<file path="src/rtl/spitft_pkg.sv">
package spitft_pkg;

   typedef struct packed {
      logic       command;
      logic [7:0] byte_value;
      logic       chip_select_high;
   } req_payload_type;

   typedef struct packed {
      logic        fb_write;
      logic [16:0] fb_address;
      logic [23:0] fb_color;
      logic        panel_lit;
      logic [31:0] pixels_written;
   } rsp_payload_type;

   typedef struct packed {
      logic [15:0] pixel;
      logic [15:0] write_column;
      logic [15:0] write_page;
      logic [7:0]  access_control;
      logic        inverted;
   } pix_ctrl_type;

   typedef struct packed {
      logic        hit;
      logic [16:0] address;
      logic [23:0] color;
   } pix_result_type;

   localparam logic [7:0] CMD_SWRESET = 8'h01;
   localparam logic [7:0] CMD_INVOFF  = 8'h20;
   localparam logic [7:0] CMD_INVON   = 8'h21;
   localparam logic [7:0] CMD_DISPOFF = 8'h28;
   localparam logic [7:0] CMD_DISPON  = 8'h29;
   localparam logic [7:0] CMD_CASET   = 8'h2A;
   localparam logic [7:0] CMD_PASET   = 8'h2B;
   localparam logic [7:0] CMD_RAMWR   = 8'h2C;
   localparam logic [7:0] CMD_RAMWRC  = 8'h3C;
   localparam logic [7:0] CMD_MADCTL  = 8'h36;

   localparam int unsigned AC_ROWFLIP_BIT = 7;
   localparam int unsigned AC_COLFLIP_BIT = 6;
   localparam int unsigned AC_SWAP_BIT    = 5;
   localparam int unsigned AC_BGR_BIT     = 3;

   localparam logic [23:0] COLOR_MASK = 24'hFFFFFF;

   localparam logic [7:0] CSR_DC_WIRED  = 8'd0;
   localparam logic [7:0] CSR_CS_IN_USE = 8'd1;

   localparam logic [2:0] PARAM_COUNT_MAX = 3'd7;
   localparam logic [2:0] PARAM_LAST_IDX  = 3'd3;

endpackage

</file>
<file path="src/rtl/spitft_pixel_map.sv">
module spitft_pixel_map #(
   parameter int PANEL_WIDTH  = 240,
   parameter int PANEL_HEIGHT = 320
) (
   input  spitft_pkg::pix_ctrl_type   ctrl,
   output spitft_pkg::pix_result_type result
);

   localparam logic signed [17:0] WidthLast  = 18'(PANEL_WIDTH - 1);
   localparam logic signed [17:0] HeightLast = 18'(PANEL_HEIGHT - 1);
   localparam logic signed [17:0] WidthS     = 18'(PANEL_WIDTH);
   localparam logic signed [17:0] HeightS    = 18'(PANEL_HEIGHT);
   localparam logic [16:0]        WidthU     = 17'(PANEL_WIDTH);

   logic [4:0]         red;
   logic [5:0]         green;
   logic [4:0]         blue;
   logic [23:0]        rgb;
   logic signed [17:0] mc;
   logic signed [17:0] mr;
   logic signed [17:0] x;
   logic signed [17:0] y;
   logic [33:0]        row_base;

   always_comb begin
      red   = ctrl.pixel[15:11];
      green = ctrl.pixel[10:5];
      blue  = ctrl.pixel[4:0];
      if (!ctrl.access_control[spitft_pkg::AC_BGR_BIT]) begin
         red  = ctrl.pixel[4:0];
         blue = ctrl.pixel[15:11];
      end
      rgb = {red, red[4:2], green, green[5:4], blue, blue[4:2]};
      if (ctrl.inverted) begin
         rgb = rgb ^ spitft_pkg::COLOR_MASK;
      end

      mc = $signed({2'b00, ctrl.write_column});
      mr = $signed({2'b00, ctrl.write_page});
      if (ctrl.access_control[spitft_pkg::AC_SWAP_BIT]) begin
         mc = $signed({2'b00, ctrl.write_page});
         mr = $signed({2'b00, ctrl.write_column});
      end
      if (ctrl.access_control[spitft_pkg::AC_COLFLIP_BIT]) begin
         mc = WidthLast - mc;
      end
      if (ctrl.access_control[spitft_pkg::AC_ROWFLIP_BIT]) begin
         mr = HeightLast - mr;
      end
      x = WidthLast - mc;
      y = mr;

      row_base       = y[16:0] * WidthU;
      result.hit     = (x >= 18'sd0) && (x < WidthS) && (y >= 18'sd0) && (y < HeightS);
      result.address = row_base[16:0] + x[16:0];
      result.color   = rgb;
   end

endmodule

</file>
<file path="src/rtl/spi_tft_display_command_decoder_core.sv">
// SPI display command decoder.
// Input channel req_*: one SPI byte per beat, flagged as command or data, with
// the chip select level. Output channel rsp_*: exactly one beat per input beat,
// in order, carrying a frame memory write (fb_write, address, 24-bit color)
// when the byte completed an on-panel RGB565 pixel, plus the display-on flag
// and the running pixel count.
// Configuration channel csr_*: index 0 sets dc_wired, index 1 sets cs_in_use;
// bit 0 of the write data is taken. csr_ready is always high.
// An accepted input beat is held in an input register; its result is decoded
// from there and lands in the output register, which drives rsp_valid.
// Throughput is one byte per cycle while the output is not stalled, set by
// the single decode pass (one row multiply for the address) between the two
// registers.
// Reset clears all decoder state, both configuration bits and both valid
// flags. When rsp_ready is low the result holds in the output register; the
// input register still takes one more beat, then req_ready drops until the
// output drains.
module spi_tft_display_command_decoder_core #(
   parameter int PANEL_WIDTH  = 240,
   parameter int PANEL_HEIGHT = 320
) (
   input  logic                          clock,
   input  logic                          reset,
   input  logic                          req_valid,
   output logic                          req_ready,
   input  spitft_pkg::req_payload_type   req_payload,
   output logic                          rsp_valid,
   input  logic                          rsp_ready,
   output spitft_pkg::rsp_payload_type   rsp_payload,
   input  logic                          csr_valid,
   output logic                          csr_ready,
   input  logic [7:0]                    csr_index,
   input  logic [7:0]                    csr_wdata
);

   localparam logic [15:0] ColumnEndReset = 16'(PANEL_WIDTH - 1);
   localparam logic [15:0] PageLastReset  = 16'(PANEL_HEIGHT - 1);

   logic                         in_valid_ff;
   spitft_pkg::req_payload_type  in_payload_ff;
   logic                         rsp_valid_ff, rsp_valid_in;
   spitft_pkg::rsp_payload_type  rsp_payload_ff, rsp_payload_in;
   logic                         advance;

   logic        dc_wired_ff, dc_wired_in;
   logic        cs_in_use_ff, cs_in_use_in;
   logic [7:0]  current_command_ff, current_command_in;
   logic [2:0]  param_count_ff, param_count_in;
   logic [7:0]  param_bytes_ff [3];
   logic [7:0]  param_bytes_in [3];
   logic [15:0] column_start_ff, column_start_in;
   logic [15:0] column_end_ff, column_end_in;
   logic [15:0] page_first_ff, page_first_in;
   logic [15:0] page_last_ff, page_last_in;
   logic [15:0] write_column_ff, write_column_in;
   logic [15:0] write_page_ff, write_page_in;
   logic [7:0]  access_control_ff, access_control_in;
   logic        high_byte_pending_ff, high_byte_pending_in;
   logic [7:0]  high_byte_ff, high_byte_in;
   logic        panel_lit_ff, panel_lit_in;
   logic        inverted_flag_ff, inverted_flag_in;
   logic [31:0] pixel_counter_ff, pixel_counter_in;

   logic                        active;
   logic                        pixel_done;
   spitft_pkg::pix_ctrl_type    pix_ctrl;
   spitft_pkg::pix_result_type  pix_result;

   assign advance   = in_valid_ff && (!rsp_valid_ff || rsp_ready);
   assign req_ready = !in_valid_ff || advance;
   assign rsp_valid = rsp_valid_ff;
   assign rsp_payload = rsp_payload_ff;
   assign csr_ready = 1'b1;

   assign pix_ctrl.pixel          = {high_byte_ff, in_payload_ff.byte_value};
   assign pix_ctrl.write_column   = write_column_ff;
   assign pix_ctrl.write_page     = write_page_ff;
   assign pix_ctrl.access_control = access_control_ff;
   assign pix_ctrl.inverted       = inverted_flag_ff;

   spitft_pixel_map #(
      .PANEL_WIDTH (PANEL_WIDTH),
      .PANEL_HEIGHT(PANEL_HEIGHT)
   ) u_pixel_map (
      .ctrl  (pix_ctrl),
      .result(pix_result)
   );

   always_comb begin
      dc_wired_in  = dc_wired_ff;
      cs_in_use_in = cs_in_use_ff;
      if (csr_valid && csr_ready) begin
         unique case (csr_index)
            spitft_pkg::CSR_DC_WIRED:  dc_wired_in  = csr_wdata[0];
            spitft_pkg::CSR_CS_IN_USE: cs_in_use_in = csr_wdata[0];
            default: ;
         endcase
      end
   end

   always_comb begin
      current_command_in   = current_command_ff;
      param_count_in       = param_count_ff;
      param_bytes_in       = param_bytes_ff;
      column_start_in      = column_start_ff;
      column_end_in        = column_end_ff;
      page_first_in        = page_first_ff;
      page_last_in         = page_last_ff;
      write_column_in      = write_column_ff;
      write_page_in        = write_page_ff;
      access_control_in    = access_control_ff;
      high_byte_pending_in = high_byte_pending_ff;
      high_byte_in         = high_byte_ff;
      panel_lit_in         = panel_lit_ff;
      inverted_flag_in     = inverted_flag_ff;
      pixel_counter_in     = pixel_counter_ff;
      pixel_done           = 1'b0;

      active = dc_wired_ff && !(cs_in_use_ff && in_payload_ff.chip_select_high);

      if (advance && active) begin
         if (!in_payload_ff.command) begin
            current_command_in   = in_payload_ff.byte_value;
            param_count_in       = '0;
            high_byte_pending_in = 1'b0;
            unique case (in_payload_ff.byte_value)
               spitft_pkg::CMD_SWRESET: begin
                  current_command_in = '0;
                  column_start_in    = '0;
                  column_end_in      = ColumnEndReset;
                  page_first_in      = '0;
                  page_last_in       = PageLastReset;
                  write_column_in    = '0;
                  write_page_in      = '0;
                  access_control_in  = '0;
                  panel_lit_in       = 1'b0;
                  inverted_flag_in   = 1'b0;
               end
               spitft_pkg::CMD_INVOFF:  inverted_flag_in = 1'b0;
               spitft_pkg::CMD_INVON:   inverted_flag_in = 1'b1;
               spitft_pkg::CMD_DISPOFF: panel_lit_in     = 1'b0;
               spitft_pkg::CMD_DISPON:  panel_lit_in     = 1'b1;
               spitft_pkg::CMD_RAMWR: begin
                  write_column_in = column_start_ff;
                  write_page_in   = page_first_ff;
               end
               default: ;
            endcase
         end else begin
            unique case (current_command_ff) inside
               spitft_pkg::CMD_CASET, spitft_pkg::CMD_PASET: begin
                  if (param_count_ff < spitft_pkg::PARAM_LAST_IDX) begin
                     param_bytes_in[param_count_ff[1:0]] = in_payload_ff.byte_value;
                  end
                  if (param_count_ff == spitft_pkg::PARAM_LAST_IDX) begin
                     if (current_command_ff == spitft_pkg::CMD_CASET) begin
                        column_start_in = {param_bytes_ff[0], param_bytes_ff[1]};
                        column_end_in   = {param_bytes_ff[2], in_payload_ff.byte_value};
                     end else begin
                        page_first_in = {param_bytes_ff[0], param_bytes_ff[1]};
                        page_last_in  = {param_bytes_ff[2], in_payload_ff.byte_value};
                     end
                  end
                  if (param_count_ff != spitft_pkg::PARAM_COUNT_MAX) begin
                     param_count_in = param_count_ff + 3'd1;
                  end
               end
               spitft_pkg::CMD_MADCTL: begin
                  if (param_count_ff == '0) begin
                     access_control_in = in_payload_ff.byte_value;
                  end
                  if (param_count_ff != spitft_pkg::PARAM_COUNT_MAX) begin
                     param_count_in = param_count_ff + 3'd1;
                  end
               end
               spitft_pkg::CMD_RAMWR, spitft_pkg::CMD_RAMWRC: begin
                  if (!high_byte_pending_ff) begin
                     high_byte_in         = in_payload_ff.byte_value;
                     high_byte_pending_in = 1'b1;
                  end else begin
                     high_byte_pending_in = 1'b0;
                     pixel_done           = 1'b1;
                     pixel_counter_in     = pixel_counter_ff + 32'd1;
                     if (write_column_ff < column_end_ff) begin
                        write_column_in = write_column_ff + 16'd1;
                     end else begin
                        write_column_in = column_start_ff;
                        write_page_in   = (write_page_ff < page_last_ff) ?
                                          write_page_ff + 16'd1 : page_first_ff;
                     end
                  end
               end
               default: begin
                  if (param_count_ff != spitft_pkg::PARAM_COUNT_MAX) begin
                     param_count_in = param_count_ff + 3'd1;
                  end
               end
            endcase
         end
      end

      rsp_payload_in.fb_write       = pixel_done && pix_result.hit;
      rsp_payload_in.fb_address     = rsp_payload_in.fb_write ? pix_result.address : '0;
      rsp_payload_in.fb_color       = rsp_payload_in.fb_write ? pix_result.color : '0;
      rsp_payload_in.panel_lit      = panel_lit_in;
      rsp_payload_in.pixels_written = pixel_counter_in;

      rsp_valid_in = advance || (rsp_valid_ff && !rsp_ready);
   end

   always_ff @(posedge clock) begin
      if (req_valid && req_ready) begin
         in_payload_ff <= req_payload;
      end
      if (advance) begin
         rsp_payload_ff <= rsp_payload_in;
      end
   end

   always_ff @(posedge clock) begin
      if (reset) begin
         in_valid_ff          <= 1'b0;
         rsp_valid_ff         <= 1'b0;
         dc_wired_ff          <= 1'b0;
         cs_in_use_ff         <= 1'b0;
         current_command_ff   <= '0;
         param_count_ff       <= '0;
         param_bytes_ff       <= '{default: '0};
         column_start_ff      <= '0;
         column_end_ff        <= ColumnEndReset;
         page_first_ff        <= '0;
         page_last_ff         <= PageLastReset;
         write_column_ff      <= '0;
         write_page_ff        <= '0;
         access_control_ff    <= '0;
         high_byte_pending_ff <= 1'b0;
         high_byte_ff         <= '0;
         panel_lit_ff         <= 1'b0;
         inverted_flag_ff     <= 1'b0;
         pixel_counter_ff     <= '0;
      end else begin
         in_valid_ff          <= (req_valid && req_ready) || (in_valid_ff && !advance);
         rsp_valid_ff         <= rsp_valid_in;
         dc_wired_ff          <= dc_wired_in;
         cs_in_use_ff         <= cs_in_use_in;
         current_command_ff   <= current_command_in;
         param_count_ff       <= param_count_in;
         param_bytes_ff       <= param_bytes_in;
         column_start_ff      <= column_start_in;
         column_end_ff        <= column_end_in;
         page_first_ff        <= page_first_in;
         page_last_ff         <= page_last_in;
         write_column_ff      <= write_column_in;
         write_page_ff        <= write_page_in;
         access_control_ff    <= access_control_in;
         high_byte_pending_ff <= high_byte_pending_in;
         high_byte_ff         <= high_byte_in;
         panel_lit_ff         <= panel_lit_in;
         inverted_flag_ff     <= inverted_flag_in;
         pixel_counter_ff     <= pixel_counter_in;
      end
   end

endmodule

</file>
<file path="config.mk">
export PLATFORM = sky130hd
export DESIGN_NAME = spi_tft_display_command_decoder_core
export DESIGN_NICKNAME = d
export VERILOG_FILES = /design/src/rtl/spitft_pkg.sv /design/src/rtl/spitft_pixel_map.sv /design/src/rtl/spi_tft_display_command_decoder_core.sv
export SDC_FILE = /design/constraint.sdc
export NUM_CORES = 1
export LEC_CHECK = 0
export CORE_MARGIN = 10
export CORE_UTILIZATION = 60
export DETAILED_ROUTE_END_ITERATION = 12
export DONT_BUFFER_PORTS = 1
export GPL_TIMING_DRIVEN = 1
export HOLD_SLACK_MARGIN = 0.15
export PLACE_DENSITY_LB_ADDON = 0.3
export SYNTH_ARGS = -nofsm -noshare
export SYNTH_HDL_FRONTEND = slang
export SYNTH_SLANG_ARGS = --single-unit
</file>
<file path="constraint.sdc">
create_clock -name clock -period 19.7 [get_ports clock]
set_input_delay 3.94 -clock clock [delete_from_list [all_inputs] [get_ports clock]]
set_output_delay 3.94 -clock clock [all_outputs]
set_load 0.02 [all_outputs]
</file>
======== After elaboration in Yosys (flattened, before gate mapping) ========
Cells that the tools add are included.
cells by class
  $add $sub $neg .......................... 8
  $mul .................................... 1
  $lt $le $gt $ge ......................... 9
  equality and inequality tests ........... 25
  muxes and demuxes ....................... 63
  bitwise logic cells ..................... 4
  reductions and logical operators ........ 43
operators by type and width
  cell                                                                    count
  16-bit 2-to-1 mux                                                       30
  32-bit 2-to-1 mux                                                       4
  8-bit by 6-bit equality test with 1-bit output, second input constant   10
  16-bit case mux with 2 select lines                                     2
  8-bit 2-to-1 mux                                                        6
  18-bit by 1-bit >= comparator with 1-bit output, second input constant  2
  18-bit 2-to-1 mux                                                       2
  16-bit by 1-bit adder with 16-bit output, second input constant         2
  32-bit by 1-bit adder with 32-bit output, second input constant         1
  16-bit < comparator                                                     2
  24-bit bitwise mux                                                      1
  24-bit 2-to-1 mux                                                       1
  24-bit inverter                                                         1
  18-bit by 10-bit < comparator with 1-bit output, second input constant  1
  18-bit by 9-bit < comparator with 1-bit output, second input constant   1
  9-bit by 18-bit subtractor with 18-bit output, first input constant     1
  17-bit adder                                                            1
  17-bit by 4-bit multiplier with 13-bit output, second input constant    1
  8-bit by 16-bit subtractor with 17-bit output, first input constant     1
  9-bit by 16-bit subtractor with 17-bit output, first input constant     1
  8-bit demux with 2-bit select                                           1
  8-bit by 1-bit equality test with 1-bit output, second input constant   2
  2-bit by 1-bit != test with 1-bit output, second input constant         8
  4-bit AND reduction                                                     4
  24 further kinds                                                        67
word-level totals
  flip-flop bits (word level) ............. 271
  output and inout bits ................... 78
  word-level logic and storage cells ...... 182

======== Depth between registers and ports, before layout ========
Gate-level depths: netlist of the first run.
  depth after elaboration ................. 9
  depth in mapped cells ................... 26
  gate-level depth less buffers ........... 21

======== Modules after synthesis ========
From an unflattened synthesis of the first run, not the netlist that was laid out.
unflattened totals
  cells, all modules ...................... 1665
  area, all modules ....................... 15270.9 µm²
modules (own cells, without submodules)
  module                                times used  cells an instance  area each (µm²)
  spi_tft_display_command_decoder_core  1           1274               12029.0
  spitft_pixel_map                      1           391                3241.9

======== Worst setup path before layout of the first run ========
Ideal clock, no wire load.
  kind .................................... input-to-output
  start point ............................. in rsp_ready
  end point ............................... out req_ready
  arrival time ............................ 4.266 ns
  data required time ...................... 15.760 ns
  setup slack ............................. 11.494 ns
  stages .................................. 2
  cell sequence ........................... nor2b_1 -> nand2_1
between the ends
  cells in the longest elaborated chain, start to end .. 3
ends and longest elaborated chain
  item                RTL line                                    text
  start: declaration  spi_tft_display_command_decoder_core.sv:28  input logic rsp_ready,
  1-bit logical OR    spi_tft_display_command_decoder_core.sv:69  assign advance = in_valid_ff && (!rsp_valid_ff || rsp_ready);
  1-bit logical AND   spi_tft_display_command_decoder_core.sv:69
  1-bit logical OR    spi_tft_display_command_decoder_core.sv:70  assign req_ready = !in_valid_ff || advance;
  end: declaration    spi_tft_display_command_decoder_core.sv:25  output logic req_ready,
No other way between the ends.

======== Final worst setup path of the first run ========
Ends and elaborated chain as after synthesis.

==> flow_summary.json, run 1 <==
{
  "ys_ff_latch": 259,
  "dpl_worst_slack_ps": 11460,
  "cts.sinks": 259,
  "cts_made_buffers": 26,
  "ant_nets": 0,
  "cts_setup_buffers": 0,
  "cts_resized": 0,
  "clock.fmax_mhz": 121,
  "synth_compound_area_frac": 0.134,
  "power_density_nw_per_um2": 71.1,
  "cts_buffer_depth": 3,
  "min_to": "page_last_ff[9]$_SDFFE_PP0P_",
  "nFillCells": 1888,
  "synthCells": 1590,
  "synth_edf_count": 77,
  "clk_latency_ps": 530,
  "arrival_ps": 4300,
  "worstPathRequired_ps": 15760,
  "rsz0062_at_grt": "false",
  "skew_ps": 11.9,
  "hp-class": "reg2reg",
  "synthSimpleGateAreaFrac": 0.198,
  "power.switching_uw": 234,
  "avgSynthCellArea_um2": 9.10,
  "setup_tns_ps": 0,
  "drcViolationCount": 0,
  "path_class": "in2out",
  "peakVddDrop_v": 0.0000617,
  "power_mw": 1.10,
  "synth_top_family_by_area": "simple AND/OR/NAND/NOR gates",
  "slowest_delay_ps": 200,
  "vias": 11300,
  "holdCritStartpoint": "page_last_ff[9]$_SDFFE_PP0P_",
  "setup_violations": 0,
  "routedWlPerCell_um": 18.3,
  "synthMuxAreaShare": 0.0485,
  "worst-path-buf-inv": 0,
  "die_y_um": 175,
  "r2r_end": "rsp_payload[73]$_SDFFCE_PN0P_",
  "cell_internal_pwr_uw": 863,
  "drtIter0Drc": 1206,
  "row_count": 56,
  "hold_depth": 2,
  "h-tree-depth": 1,
  "slowest_stage": "nand2_1",
  "netlist_area_um2": 14500,
  "antenna_found_initial": 0,
  "cts.clk_slew.worst_paths_ps": 60,
  "die_area_um2": 30700,
  "fin_crit_sh": 0.418,
  "setup_slack_ps": 11460,
  "tightestPinTransition_ps": 1350,
  "synthesis.nets": 1708,
  "io_buffers": 0,
  "die_w_um": 175,
  "dr.pass1.iters": 5,
  "cp-start-kind": "input pin",
  "fin_crit_ps": 8240,
  "hold_violations": 0,
  "root_buffer": "clkbuf_16",
  "finalNetCount": 1646,
  "path_max_fanout": 3,
  "synth_fa_ha_area_frac": 0.0863,
  "grt_pass1_wl_um": 55500,
  "ioPinCount": 109,
  "diodes": 0,
  "synth-seq-area-share": 0.412,
  "synthFlopType": "dfxtp_1",
  "grt_usage": 0.215,
  "crit_chain": "nor2b_1, nand2_1",
  "power_frac_seq": 0.525,
  "swShare": 0.213,
  "ff2ff_path_depth": 20,
  "crit_family": "simple AND/OR/NAND/NOR gates",
  "maxCapViolCount": 0,
  "grt_start_max_net_pins": 171,
  "hpwl_um": 23400,
  "synth_xor_area_frac": 0.0636,
  "drv_slew": 0,
  "p_clk_frac": 0.461,
  "cts_tree": "done",
  "outcome": "finished, final reports clean",
  "worstReg2RegStart": "access_control_ff[5]$_SDFFE_PP0P_",
  "ys_warn_count": 0,
  "relSlewSlack": 0.0886,
  "ff2ff_setup_slack_ps": 13700,
  "core_area_um2": 23600,
  "place_congestion": 0.892,
  "cp-end-kind": "output pin",
  "p_leak_nw": 5.75,
  "viasPerCell": 6.04,
  "grt_pass1_vias": 10700,
  "area_growth_syn_to_layout_pct": 6.65,
  "start_util": 0.612,
  "ys_types": 75,
  "ctsHoldBuffers": 0,
  "ys_async_sr_fraction": 0,
  "pwr-share-comb": 0.015,
  "hold_ws_ps": 449,
  "drive_above_1_share": 0.0517,
  "wirelength_um": 34200,
  "grt_overflow": 0
}
[cell usage in the layout, fill, tap and decap left out, types with 5 or more instances in the layout]
cell       netlist  layout
o31ai_1          8       8
and3_1          22      22
dfxtp_1        182     181
nor2_1         156     156
edfxtp_1        77      77
nand2_1        129     129
or3_1            6       6
nor3_1          37      36
o21a_1           6       6
clkbuf_1        82       5
buf_4           12      13
a211oi_1         7       7
mux2_2           7       7
a21o_1          16      16
nand3_1         61      61
nand4_1         14      14
xnor2_1         70      70
o22ai_1          9       9
nor4_1          16      16
nor2b_1         47      47
inv_1           97      97
xor2_1          35      35
mux2i_1         60      60
and2_1          37      36
a21oi_1         95      95
ha_1            67      67
nand3b_1         7       7
a2111oi_0       12      12
o21ai_0         36      36
clkbuf_16        0      29
a311oi_1         9       9
clkinv_2         0       6
a22oi_1         27      27
nor3b_1         11      11
a31oi_1          8       8
clkbuf_8         0       6
a221oi_1        10       9
fa_1            20      20
or4_1            6       6
nand2b_1         8       8
[through the flow]
step | cell area, µm² | instances | util
6_report | 15400 | 1867 | 0.653
5_1_grt | 15400 | 1867 | 0.653
4_1_cts | 15400 | 1867 | 0.653
3_5_place_dp | 14500 | 1819 | 0.615
3_3_place_gp | 14500 | 1819 | 0.615
2_1_floorplan | 14500 | 1590 | -
[layer usage]
layer / track usage / vias to the layer above / wire length (µm)
li1: - / 5446 / -
met1: 0.282 / 5363 / 14900
met2: 0.358 / 403 / 16100
met3: 0.0339 / 73 / 2220
met4: 0.0661 / 0 / 956
met5: 0 / - / 0
[cell usage after synthesis (5+ instances only)]
cell / n / area (µm²)
o22ai_1: 9 / 56.3
buf_1: 5 / 18.8
o31ai_1: 8 / 60.1
fa_1: 20 / 400
ha_1: 67 / 838
nand2b_1: 8 / 50.1
xnor2_1: 70 / 613
and3_1: 22 / 138
mux2_2: 7 / 78.8
o21ai_0: 36 / 180
a21oi_1: 95 / 475
nand3_1: 61 / 305
mux2i_1: 60 / 601
buf_4: 12 / 90.1
o21a_1: 6 / 45.0
inv_1: 97 / 364
nor2b_1: 47 / 294
nor3_1: 37 / 185
nor2_1: 156 / 586
xor2_1: 35 / 307
and2_1: 37 / 231
a221oi_1: 10 / 87.6
nand4_1: 14 / 87.6
nor4_1: 16 / 100
nor3b_1: 11 / 82.6
a22oi_1: 27 / 203
o21ai_1: 5 / 25.0
or4_1: 6 / 45.0
a311oi_1: 9 / 78.8
nand3b_1: 7 / 52.6
a211oi_1: 7 / 52.6
edfxtp_1: 77 / 2310
clkbuf_1: 82 / 308
a21o_1: 16 / 120
dfxtp_1: 182 / 3640
a31oi_1: 8 / 50.1
nand2_1: 129 / 484
or3_1: 6 / 37.5
a2111oi_0: 12 / 105
[power groups by stage]
stage | Combinational (mW) | Clock [mW] | Sequential (mW)
floorplan | 0.0207 | 0 | 0.580
CTS | 0.0161 | 0.510 | 0.576
detailed placement | 0.0161 | 0 | 0.588
finish | 0.0164 | 0.505 | 0.575
global route | 0.0177 | 0.533 | 0.576
global placement | 0.0156 | 0 | 0.587
[flip-flops by register name (all words and copies together), names as in the netlist, 4 cells and up]
register	flops
pixel_counter_ff	32
in_payload_ff	10
access_control_ff	4
current_command_ff	8
page_first_ff	16
param_bytes_ff	24
rsp_payload	67
write_page_ff	16
column_start_ff	16
column_end_ff	16
high_byte_ff	8
page_last_ff	16
write_column_ff	16
[kinds of logic after synthesis]
logic type                 after synthesis
other                                    1
adders and majority gates               88
and+or+nand+nor                        578
muxes                                   68
AOI/OAI and AO/OA                      290
buffers and inverters                  201
xor gates and xnor gates               105
DFF                                    259
[layout make-up]
type	instances	area, µm²	area share
multi-input combinational	1130	7710	0.500
sequential	259	5960	0.386
clock buffer	40	827	0.0536
tap	319	399	0.0259
inverter	98	368	0.0239
timing repair buffer	13	97.6	0.00633
clock inverter	8	68.8	0.00446
[how the worst max path moves through the flow]
stage | endpoint | start | cells past startpoint | slack, ps
after floorplan | req_ready | rsp_ready | 2 | 11490
after global placement | req_ready | rsp_ready | 2 | 11470
after detailed placement | req_ready | rsp_ready | 2 | 11460
after CTS | req_ready | rsp_ready | 2 | 11460
after global routing | req_ready | rsp_ready | 2 | 11410
final | req_ready | rsp_ready | 2 | 11460
No activity file was read; power rests on OpenSTA's default activity.
==> inputs of run 2 (changes only) <==
==> constraint.sdc (replaced) <==
create_clock -name clock -period 8.6 [get_ports clock]
set_input_delay 1.72 -clock clock [delete_from_list [all_inputs] [get_ports clock]]
set_output_delay 1.72 -clock clock [all_outputs]
set_load 0.02 [all_outputs]
==> run 2 against run 1 <==
Compared with the run above: sequential power up 130%; final cell count up 0.21%; critical path depth up 18; wire length up 0.36%; flip-flop and latch count unchanged; combinational power up 130%; sequential share of layout area about the same; count of clock-buffer cells in the layout down 2; design area about the same; critical endpoint is now rsp_payload[73]$_SDFFCE_PN0P_; first-iteration DRC count down 20%; critical path type is now reg2reg; die area unchanged; total power up 130%.
==> flow_summary.json, run 2 (same netlist as run 1, synthesis figures left out) <==
{
  "fin_area_um2": 15400,
  "area_growth_syn_to_layout_pct": 6.57,
  "pwr-share-comb": 0.015,
  "viasPerCell": 6.09,
  "routedWlPerCell_um": 18.3,
  "path_class": "reg2reg",
  "cts_buffer_depth": 3,
  "setup_slack_ps": 2670,
  "clk_latency_ps": 540,
  "final_cell_mix": "dfxtp_1, nor2_1, nand2_1, inv_1, a21oi_1",
  "layout_commonest_cell": "dfxtp_1",
  "power_mw": 2.50,
  "grt_pass1_vias": 11300,
  "cts_resized": 0,
  "grt_start_max_net_pins": 171,
  "drive_above_1_share": 0.0490,
  "drv_slew": 0,
  "crit_chain": "buf_4, mux2i_1, xnor2_1, fa_1, fa_1, inv_1, fa_1, nor2b_1, o21ai_0, a21boi_0, nor2_1, ha_1, or2_2, a21oi_1, a21oi_1, a311o_1, maj3_1, a21oi_1, xnor2_1, and2_1",
  "power_frac_seq": 0.528,
  "die_y_um": 175,
  "rsz0062_at_grt": "false",
  "grt_overflow": 0,
  "slowest_delay_ps": 540,
  "maxCapViolCount": 0,
  "dr.pass1.iters": 5,
  "peakVddDrop_v": 0.000158,
  "drcViolationCount": 0,
  "cp-start-kind": "flip-flop",
  "relSlewSlack": 0.186,
  "finalNetCount": 1648,
  "slowest_stage": "buf_4",
  "post_dp_cell_area_um2": 14500,
  "cts_tree": "done",
  "p_leak_nw": 5.73,
  "power_density_nw_per_um2": 162,
  "arrival_ps": 6200,
  "path_max_fanout": 56,
  "die_w_um": 175,
  "antenna_found_initial": 0,
  "grt_usage": 0.222,
  "largest_reg_flops": 67,
  "die_area_um2": 30700,
  "skew_ps": 19.0,
  "place_congestion": 0.907,
  "cell_internal_pwr_mw": 1.96,
  "tightestPinTransition_ps": 1220,
  "core_area_um2": 23600,
  "root_buffer": "clkbuf_16",
  "vias": 11400,
  "setup_violations": 0,
  "cts_setup_buffers": 0,
  "drtIter0Drc": 961,
  "ant_nets": 0,
  "cts.clk_slew.worst_paths_ps": 60,
  "fin_crit_ps": 5930,
  "dpl_worst_slack_ps": 2720,
  "diodes": 0,
  "cts_made_buffers": 28,
  "fin_crit_sh": 0.689,
  "hp-class": "reg2reg",
  "h-tree-depth": 1,
  "start_util": 0.612,
  "io_buffers": 0,
  "p_clk_frac": 0.457,
  "grt_pass1_wl_um": 57500,
  "setup_tns_ps": 0,
  "outcome": "finished, final reports clean",
  "cp-end-kind": "flip-flop",
  "ctsHoldBuffers": 0,
  "hpwl_um": 23700,
  "row_count": 56,
  "hold_violations": 0,
  "wirelength_um": 34300,
  "ioPinCount": 109,
  "power.switching_uw": 543,
  "clock.fmax_mhz": 169,
  "cts.sinks": 259,
  "worstPathRequired_ps": 8880,
  "utilization": 0.653,
  "swShare": 0.217
}
==> run 2: through the flow <==
step,hold WS [ps],instances
floorplan,432,1590
global placement,439,1819
detailed placement,441,1819
CTS,448,1871
global route,465,1871
finish,451,1871
==> run 2: power by group through the flow <==
| stage | Sequential [mW] | Combinational [mW] | Clock, mW |
|---|---|---|---|
| after floorplan | 1.33 | 0.0474 | 0 |
| after global placement | 1.35 | 0.0356 | 0 |
| after detailed placement | 1.35 | 0.0367 | 0 |
| after CTS | 1.32 | 0.0369 | 1.15 |
| after global routing | 1.32 | 0.0409 | 1.20 |
| final | 1.32 | 0.0375 | 1.14 |
==> run 2: layout make-up <==
cell class	count	area, µm²
clock buffers	38	790
repair buffers	13	97.6
flip-flops and latches	259	5960
multi-input cells	1130	7710
inverters	98	368
well taps	319	399
fillers	1954	8200
clock inverters	14	93.8
==> run 2: final timing paths <==
path / startpoint / endpoint / slack [ps] / depth (start not counted)
setup / recovery: access_control_ff[5]$_SDFFE_PP0P_ / rsp_payload[73]$_SDFFCE_PN0P_ / 2670 / 20
hold / removal: page_last_ff[11]$_SDFFE_PP0P_ / page_last_ff[11]$_SDFFE_PP0P_ / 450 / 2
hold reg to reg: page_last_ff[11]$_SDFFE_PP0P_ / page_last_ff[11]$_SDFFE_PP0P_ / 450 / 2
setup reg to reg: access_control_ff[5]$_SDFFE_PP0P_ / rsp_payload[73]$_SDFFCE_PN0P_ / 2670 / 20
==> run 2: layer usage <==
metal / up-vias / GRT usage / routed length (µm)
met1: 5415 / 0.290 / 14900
met4: 0 / 0.0823 / 1260
met3: 89 / 0.0322 / 2170
met2: 427 / 0.366 / 15900
li1: 5471 / - / -
met5: - / 0 / 0
==> run 2: critical path: cells and delay by family (launching register included) <==
kind	cells	cell delay, ps
muxes	1	180
buffers and inverters	2	600
DFF	1	310
AOI/OAI and AO/OA	6	1210
xor gates and xnor gates	2	530
and+or+nand+nor	4	670
adders and majority gates	5	2160
==> inputs of run 3 (changes only) <==
--- a/config.mk
+++ b/config.mk
@@ -5,6 +5,7 @@
 export SDC_FILE = /design/constraint.sdc
 export NUM_CORES = 1
 export LEC_CHECK = 0
+export ABC_AREA = 1
 export CORE_MARGIN = 10
 export CORE_UTILIZATION = 60
 export DETAILED_ROUTE_END_ITERATION = 12
==> constraint.sdc (replaced) <==
create_clock -name clock -period 6.1 [get_ports clock]
set_input_delay 1.22 -clock clock [delete_from_list [all_inputs] [get_ports clock]]
set_output_delay 1.22 -clock clock [all_outputs]
set_load 0.02 [all_outputs]
==> run 3 against run 2 <==
Compared with the run above: global-route usage about the same; fmax grew 11%; clock power rose by 52%; total power increased by 46%; synthesized cell count increased by 25%; die area rose by 5.9%; via count is 14% higher; sequential power grew 39%; core utilization fell by 0.32 points; area after synthesis grew 6.6%; clock skew shrank 1.5 ps; setup slack lost 1900 ps; critical endpoint unchanged.
==> flow_summary.json, run 3 <==
{
  "outcome": "finished, final reports clean",
  "row_count": 58,
  "cts_tree": "done",
  "power_mw": 3.64,
  "hold_ws_ps": 460,
  "synth.most_common_cell": "nand2_1",
  "clock.fmax_mhz": 187,
  "drcViolationCount": 0,
  "ff2ff_setup_slack_ps": 750,
  "peakVddDrop_v": 0.000266,
  "place_congestion": 0.896,
  "synth-seq-area-share": 0.386,
  "netlist_area_um2": 15400,
  "ff2ff_path_depth": 26,
  "nFillCells": 2102,
  "core_area_um2": 25300,
  "die_w_um": 180,
  "io_buffers": 0,
  "cts_made_buffers": 27,
  "wirelength_um": 37500,
  "power_density_nw_per_um2": 222,
  "synth_common_cells": "nand2_1, inv_1, a21oi_1",
  "final_cell_mix": "nand2_1, inv_1, a21oi_1, dfxtp_1, o21ai_0",
  "synth_fa_ha_area_frac": 0.0803,
  "vias": 13000,
  "ys_ff_latch": 259,
  "die_area_um2": 32500,
  "grt_pass1_wl_um": 61400,
  "synth_top_area_share": 0.236,
  "drtIter0Drc": 1124,
  "largest_reg_flops": 67,
  "r2r_end": "rsp_payload[73]$_SDFFCE_PN0P_",
  "fin_crit_sh": 0.878,
  "routedWlPerCell_um": 16.4,
  "synthCells": 1990,
  "root_buffer": "clkbuf_16",
  "rsz0062_at_grt": "false",
  "arrival_ps": 5640,
  "synth_top_family_by_area": "simple AND/OR/NAND/NOR gates",
  "drive_above_1_share": 0.0769,
  "synth_compound_area_frac": 0.165,
  "viasPerCell": 5.67,
  "synthFlopType": "dfxtp_1",
  "ys_types": 55,
  "cp-end-kind": "flip-flop",
  "worstPathRequired_ps": 6390,
  "dpl_worst_slack_ps": 746,
  "maxCapViolCount": 0,
  "worstReg2RegStart": "access_control_ff[5]$_SDFFE_PP0P_",
  "fin_crit_ps": 5350,
  "final_cells": 2294,
  "diodes": 0,
  "ioPinCount": 109,
  "synth_edf_count": 77,
  "cts_setup_buffers": 0,
  "finalNetCount": 2062,
  "ys_async_sr_fraction": 0,
  "hpwl_um": 26800,
  "grt_overflow": 0,
  "path_max_fanout": 23,
  "synthesis.nets": 2108,
  "ys_warn_count": 0,
  "crit_path_start": "access_control_ff[5]$_SDFFE_PP0P_",
  "h-tree-depth": 1,
  "cts.clk_slew.worst_paths_ps": 60,
  "area_growth_syn_to_layout_pct": 6.38,
  "setup_violations": 0,
  "synthMuxAreaShare": 0,
  "synth_xor_area_frac": 0.0528,
  "grt_usage": 0.222,
  "timing.critical_path.to": "rsp_payload[73]$_SDFFCE_PN0P_",
  "dr.pass1.iters": 6,
  "drv_slew": 0,
  "synth.area.top_cells": "dfxtp_1, edfxtp_1, nand2_1, a21oi_1, inv_1",
  "grt_pass1_vias": 12300,
  "cp-start-kind": "flip-flop",
  "grt_start_max_net_pins": 99,
  "seq_area_um2": 5960,
  "relSlewSlack": 0.179,
  "layout_commonest_cell": "nand2_1",
  "skew_ps": 17.5,
  "clk_latency_ps": 540,
  "antenna_found_initial": 0,
  "avgSynthCellArea_um2": 7.75,
  "tightestPinTransition_ps": 1230,
  "p_leak_nw": 6.96,
  "path_class": "reg2reg",
  "hp-class": "reg2reg",
  "setup_slack_ps": 746,
  "cts.sinks": 259,
  "hold_violations": 0,
  "ctsHoldBuffers": 0,
  "post-place-cells": 2245,
  "yosys.area.top_type": "dfxtp_1",
  "setup_tns_ps": 0,
  "die_y_um": 180,
  "synthSimpleGateAreaFrac": 0.208,
  "ant_nets": 0,
  "cts_buffer_depth": 3,
  "cts_resized": 0,
  "start_util": 0.611,
  "multi_input_area_um2": 7830
}
-- run 3: changes by cell type after synthesis, moves of 46 or more --
cell / delta
o21ai_0: +122
nor2_1: -46
nor2b_1: -47
xnor2_1: -54
nand2_1: +232
mux2i_1: -60
inv_1: +198
a21oi_1: +137
-- run 3: cell families (layout without fill, tap and decap cells) --
group,Yosys count,in the layout
other,1,1
and+or+nand+nor,684,684
AOI/OAI and AO/OA,468,468
xor gates and xnor gates,93,93
adders and majority gates,87,87
DFF,259,259
buffers and inverters,398,372
-- run 3: area by class of cell --
cell class              count  share of cell area
flip-flops and latches    259               0.363
inverters                 314              0.0723
clock buffers              41              0.0518
multi-input cells        1333               0.477
well taps                 330              0.0252
repair buffers              9             0.00412
clock inverters             8             0.00626
-- run 3: how the worst min path moves through the flow --
stage,startpoint,end,slack [ps],cells past startpoint
after detailed placement,dc_wired_ff$_SDFFE_PP0P_,dc_wired_ff$_SDFFE_PP0P_,450,2
after floorplan,cs_in_use_ff$_SDFFE_PP0P_,cs_in_use_ff$_SDFFE_PP0P_,420,2
after CTS,dc_wired_ff$_SDFFE_PP0P_,dc_wired_ff$_SDFFE_PP0P_,460,2
after global placement,cs_in_use_ff$_SDFFE_PP0P_,cs_in_use_ff$_SDFFE_PP0P_,440,2
after global routing,cs_in_use_ff$_SDFFE_PP0P_,cs_in_use_ff$_SDFFE_PP0P_,470,2
final,column_start_ff[12]$_SDFFE_PP0P_,column_start_ff[12]$_SDFFE_PP0P_,460,2
-- run 3: power breakdown --
part | switching, mW | total, mW | internal (mW)
sequential | 0.0454 | 1.84 | 1.80
clock | 0.689 | 1.73 | 1.04
combinational | 0.0560 | 0.0698 | 0.0138
total | 0.790 | 3.64 | 2.85
-- run 3: routing by layer --
metal,wire [µm],part of all wire,track usage
met5,0,0,0
met3,2410,0.064,0.0335
met2,17500,0.47,0.368
met1,16300,0.44,0.288
met4,1260,0.033,0.0764
-- run 3: through the flow --
step                      cell area (µm²)  utilization
after global placement              15400        0.612
after floorplan                     15400            -
after CTS                           16400        0.649
after global routing                16400        0.649
final                               16400        0.649
after detailed placement            15400        0.612
-- run 3: critical path: stages (launching register included) --
cell and delay [ps]:
dfxtp_2 590, inv_6 120, o21ai_0 340, xor2_1 240
fa_1 560, inv_1 50, fa_1 490, inv_1 40
ha_1 340, nand3_1 90, nand2_1 110, a21oi_1 60
o21ai_0 260, xor2_1 180, inv_1 80, ha_1 360
nand2_1 90, nor3_1 140, nand2_1 70, o211ai_1 150
a21oi_1 100, o21bai_1 210, nand3_1 110, nand2_1 60
nand2_1 70, a21oi_1 140, nor2_1 60
